===== config.mk =====
export PLATFORM = sky130hd
export DESIGN_NAME = ll1p_stack
export DESIGN_NICKNAME = d
export VERILOG_FILES = /design/src/rtl/ll1p_pkg.sv /design/src/rtl/ll1p_stack.sv
export SDC_FILE = /design/constraint.sdc
export NUM_CORES = 1
export LEC_CHECK = 0
export BUFFER_PORTS_ARGS = -buffer_cell sky130_fd_sc_hd__buf_2
export CAP_MARGIN = 20
export CORE_UTILIZATION = 50
export CTS_CLUSTER_SIZE = 25
export DETAILED_ROUTE_END_ITERATION = 7
export PLACE_DENSITY = 0.66
export SLEW_MARGIN = 15
export SYNTH_ARGS = -nofsm -noshare
export SYNTH_HDL_FRONTEND = slang
export SYNTH_SLANG_ARGS = --single-unit

===== constraint.sdc =====
create_clock -name clk -period 5.6 [get_ports clk]
set_input_delay 0.28 -clock clk [delete_from_list [all_inputs] [get_ports clk]]
set_output_delay 0.28 -clock clk [all_outputs]
set_load 0.02 [all_outputs]

===== src/rtl/ll1p_pkg.sv =====
// Shared types and constants for the LL(1) predictive parser.
`timescale 1ns / 1ps
package ll1p_pkg;
    localparam int NONTERMINALS_DEF   = 16;
    localparam int TERMINALS_DEF      = 16;
    localparam int MAX_RHS_DEF        = 8;
    localparam int STACK_DEPTH_DEF    = 64;
    localparam int MAX_EXPANSIONS_DEF = 64;

    localparam int SYM_W  = 4;
    localparam int ENTRY_W = 5;  // bit 4 terminal flag, bits 3..0 index
    localparam int LEN_W  = 4;

    typedef enum logic [1:0] {
        OP_WR_LEN = 2'd0,
        OP_WR_SYM = 2'd1,
        OP_BEGIN  = 2'd2,
        OP_TOKEN  = 2'd3
    } op_t;

    typedef enum logic [2:0] {
        ST_OK       = 3'd0,
        ST_ACCEPT   = 3'd1,
        ST_MISMATCH = 3'd2,
        ST_EMPTY    = 3'd3,
        ST_EOF      = 3'd4,
        ST_TRAIL    = 3'd5,
        ST_OVERFLOW = 3'd6,
        ST_LIMIT    = 3'd7
    } status_t;

    typedef enum logic [1:0] {
        PH_IDLE = 2'd0,
        PH_RUN  = 2'd1,
        PH_DONE = 2'd2
    } phase_t;

    typedef enum logic [3:0] {
        S_IDLE,
        S_CLEAR,
        S_POP,
        S_TOP,
        S_LEN,
        S_SYMRD,
        S_PUSH,
        S_RESULT
    } fsm_t;
endpackage


===== src/rtl/ll1p_stack.sv =====
// Symbol stack memory, one write and one registered read per cycle.
`timescale 1ns / 1ps
module ll1p_stack #(
    parameter int DEPTH = 64
) (
    input  logic                         clk,
    input  logic                         we,
    input  logic [$clog2(DEPTH)-1:0]     waddr,
    input  logic [ll1p_pkg::ENTRY_W-1:0] wdata,
    input  logic [$clog2(DEPTH)-1:0]     raddr,
    output logic [ll1p_pkg::ENTRY_W-1:0] rdata
);
    logic [ll1p_pkg::ENTRY_W-1:0] mem [DEPTH];

    always_ff @(posedge clk)
    begin
        if (we)
        begin
            mem[waddr] <= wdata;
        end
        rdata <= mem[raddr];
    end
endmodule


* Word-level counts from Yosys, hierarchy flattened
Memories as Yosys holds them, arrays and structs flattened. A register that Yosys moved wholly into a read port is not among the register bits.
Index checks and enable logic that the tools add are counted.
** Cells by class
- Mux-type cells :: 2
** Operators with widths (number)
- 2-to-1 mux 1 bit :: 2
** Storage, ports and cells
- Register bits after elaboration :: 0
- Bits in writable memories :: 320
- Memories kept :: 1
** Memories
- mem :: depth 64, bits a word 5, rd ports 1, clocked after Yosys merged registers in 1, write ports 1, line ll1p_stack.sv:13 : logic [ll1p_pkg::ENTRY_W-1:0] mem [DEPTH];

* Depth between registers and ports, before layout
- Word-level depth :: 2
- Depth in mapped cells :: 8
- Depth with buffers taken out :: 5

* Least setup slack after synthesis
OpenSTA, ideal clock, no wires.
- Path kind :: input to register
- From :: in raddr[0]
- To :: reg rdata[0] (netlist bit), read port of mem
- Data required time :: 5473 ps
- Arrival :: 1825 ps
- Cell stages on the path :: 7
- Setup time :: 127 ps
- Buffers on the path :: 3
- Slack :: 3648 ps
- Cells stage by stage :: buf_6 -> buf_6 -> buf_4 -> mux4_2 -> a22oi_1 -> a31oi_1 -> or3_1
** RTL lines
- start, declared :: line ll1p_stack.sv:10 : input logic [$clog2(DEPTH)-1:0] raddr,
- end, declared :: line ll1p_stack.sv:11 : output logic [ll1p_pkg::ENTRY_W-1:0] rdata

==> impl_metrics.csv <==
group,metric,value,unit
yosys,synth_area_per_cell,20.9,um^2
clock_tree,cts.path.max_buffers,3,
yosys,post_synth_fa_ha_maj_area_fraction,0,%
worst_setup_path,critical_path.max_stage_delay,0.58,ns
worst_setup_path,worstPathCellList,"buf_4, buf_16, buf_4, mux4_2, mux2i_1, o22ai_1, o21ai_0, o31ai_1",
floorplanning,i_o_pin_cnt,24,
sta,timing.final.hold_violations,0,
route,drcViolationCount,0,
global_route,globalRouteOverflowTotal,0,
clock_tree,tritoncts,"built",
global_route,vias_in_the_first_global_route,6216,
sta,timing.setup.tns,0,ns
floorplanning,floorplan.die.width,162,um
yosys,yosysWarnings,0,
layout,final_layout_size_suffix_gt1_share,23.1,%
worst_setup_path,rr_worst_depth,5,
power,power.leakage,4.39,nW
min_path,timing.hold.worst.start,"raddr[5]",
sta,worst_slew_margin_rel,35.0,%
sta,rsz0062_at_grt,"false",
yosys,post_synth_xor_area_fraction,0,%
route,routed_wire_length_per_instance,25.9,um
worst_setup_path,worstSetupPathType,"in2reg",
floorplanning,core_region_area,0.0251,mm^2
floorplanning,dieArea,0.0262,mm^2
worst_setup_path,arrival,2.82,ns
worst_setup_path,critPathMostFrequentCell,"buf_4",
yosys,yosys-mux-area-fraction,16.1,%
route,avgViaCountPerCell,6.12,
worst_setup_path,rr_endpoint,"rdata[1]",
power,worst_ir_drop_on_vdd,0.271,mV
yosys,synth-simple-area-share,4.02,%
clock_tree,clockRootBuffer,"clkbuf_16",
clock_tree,cts.repair_timing.setup_buffer_count,0,
yosys,synthTopCellsByArea,"edfxtp_1 (75%), mux4_2 (12%), mux4_1 (2.9%), nor2_1 (2.0%), mux2_2 (1.1%)",
clock_tree,worst_skew_pair.late_latency,0.56,ns
min_path,worstHoldPathType,"in2reg",
sta,timing_worst_slew_pin_value,0.975,ns
sta,max_clock_freq,0.416,GHz
placed_design,io_buffer_count,23,
layout,final_area,0.0141,mm^2
status,outcome,"finished, final reports clean",
layout,layout-area-overhead-vs-synth,10.6,%
placed_design,place.gp.congestion,0.781,
worst_setup_path,crit_fanout,42,
run,drv_cap,0,
global_route,gr-usage-all-layers,20.4,%
clock_tree,cts.repair.resized,0,
worst_setup_path,critical_path_required,6.01,ns
route,final_antenna_net_count,0,
yosys,mapped_nets,629,
floorplanning,std_cell_rows,58,
floorplanning,initial_utilization,50.9,%
worst_setup_path,cpLargestDelayFamily,"buffers and inverters",
yosys,syn-instance-count,610,
min_path,hold_path_depth,2,
power,netSwitchingFraction,20.2,%
global_route,grt_pass1_wl,39000,um
sta,final_period_minus_worst_setup_slack,2.40,ns
global_route,number_of_antenna_violations_at_the_first_check_in_global_routing,1,
worst_setup_path,setup.worst_path.start_class,"input pin",
worst_setup_path,worstPathBufferInverterCount,3,
placed_design,dpl.hpwl,15800,um
yosys,post_synth_num_cell_types,37,
clock_tree,cts_inserted_buffers,30,
power,cell_internal_pwr,3.94,mW
floorplanning,die-height,162,um
route,route.final.wire_length,25500,um
clock_tree,htree_levels,1,
worst_setup_path,reg2reg_setup_slack,3.47,ns
layout,n_antenna_cell,0,
power,power_frac_clock,40.5,%
route,drt_first_pass_iters,5,
power,combinational_group_share_of_total_power,4.9,%
power,power.sequential.fraction,54.6,%
route,drt-initial-drc-count,589,
sta,timing.final.max_slew_violations,0,
clock_tree,clk_transition_reported_paths,0.06,ns
sta,skew,0.0239,ns
sta,hold_slack,0.176,ns
yosys,yosys.area.top_type,"edfxtp_1",
clock_tree,clkSinkCount,325,
power,p_switching,998,uW
placed_design,placed_cell_area,0.0131,mm^2
yosys,yosysTopAreaCellShare,75.3,%
yosys,synth_top_family_by_area,"multiplexers",
yosys,netlist_area,0.0128,mm^2
worst_setup_path,slowest_stage,"mux4_2",
clock_tree,cts_hold_buffers,0,
layout,final_net_count,654,
sta,finalCritPeriodShare,42.9,%
sta,setup_violations,0,
worst_setup_path,number_of_cells_on_the_critical_path,8,
yosys,yosys_register_bits,325,
global_route,grt_start_max_net_pins,65,
yosys,share_of_the_synthesized_area_in_compound_gates_ao_oa_aoi_oai,1.99,%
worst_setup_path,worst_r2r_startpoint,"mem[57][1]",
route,detailroute.via_count,6047,
layout,final_core_utilization,56.2,%
min_path,hold_worst_path_end,"rdata[2]",
yosys,synth.yosys.seq_area_share,76.0,%
worst_setup_path,critPathCaptureType,"flip-flop",
power,power_dens_cells,350,mW/mm^2
synth_stat cells (all sizes together):
master       number
nor3              3
nand2b            3
a21oi             4
o31ai             1
o22ai            13
dlygate4sd1       1
mux2i             7
o221ai            7
mux4             80
edfxtp          320
buf              18
or2               1
o21ai             2
mux2             12
dfxtp             5
nand3             6
and2b             1
nand4b            1
nor2             67
nand4             2
clkbuf           16
or2b              1
a22oi             4
nor4              4
nand3b            2
a31oi             7
nor2b             6
or3               5
nand2            10
or3b              1
cells in the final DEF (no fill, tap or decap), types with 8 or more instances in the layout:
master / n
buf_4: 8
mux4_1: 14
edfxtp_1: 320
nor2_1: 67
clkbuf_16: 30
nand2_1: 10
buf_2: 18
mux4_2: 66
o22ai_1: 13
mux2_2: 12
metal layers:
metal	part of all wire, %	up-vias	routed length (um)	global-route usage, %
met2	49	230	12600	33.1
met4	2.9	2	732	7.08
met3	6.5	53	1670	3.12
li1	-	2600	-	-
met1	41	3162	10500	28.6
met5	0.051	-	13	0
kinds of logic (layout without fill, tap and decap cells):
group,Yosys count,after routing
mux,99,99
compound gates,38,38
buf+inv,35,83
flops,325,325
simple gates,113,113
per-stage QoR:
stage               cells  power (mW)  worst slack (ns)
CTS                   986        4.97              2.84
global route          988        5.08              3.01
global placement      931        2.99              2.30
finish                988        4.94              3.20
floorplan             610        2.90              3.65
detailed placement    931        2.99              2.27
power by group through the flow:
stage                     Combinational [mW]  Sequential, mW  Clock (mW)
after floorplan                        0.146            2.75           0
final                                  0.244            2.70        2.00
after global placement                 0.234            2.75           0
after detailed placement               0.242            2.75           0
after CTS                              0.242            2.70        2.03
after global routing                   0.261            2.70        2.12
state kept, by name, summed over array words and instances (netlist names):
| register | flops |
|---|---|
| mem | 320 |
| rdata | 5 |
layout make-up:
cell class	instances	area [um^2]
Clock inverter	15	156
Clock buffer	40	818
Sequential cell	325	9710
Fill cell	1903	11000
Tap cell	330	413
Multi-Input combinational cell	250	2830
Timing Repair Buffer	28	198
worst max path at each step:
stage                         from  endpoint  slack [ns]
after global routing      raddr[0]  rdata[2]        3.01
after CTS                 raddr[0]  rdata[2]        2.84
after floorplan           raddr[0]  rdata[0]        3.65
after global placement    raddr[0]  rdata[2]        2.30
final                     raddr[0]  rdata[2]        3.20
after detailed placement  raddr[0]  rdata[2]        2.27
worst register-to-register path, delay by kind of cell (launching register included):
kind               cells  cell delay [ns]
AOI/OAI and AO/OA      2             0.42
muxes                  2             0.82
DFF                    1             0.34
and+or+nand+nor        1             0.41
Note: power is estimated with default switching activity, not from simulation.
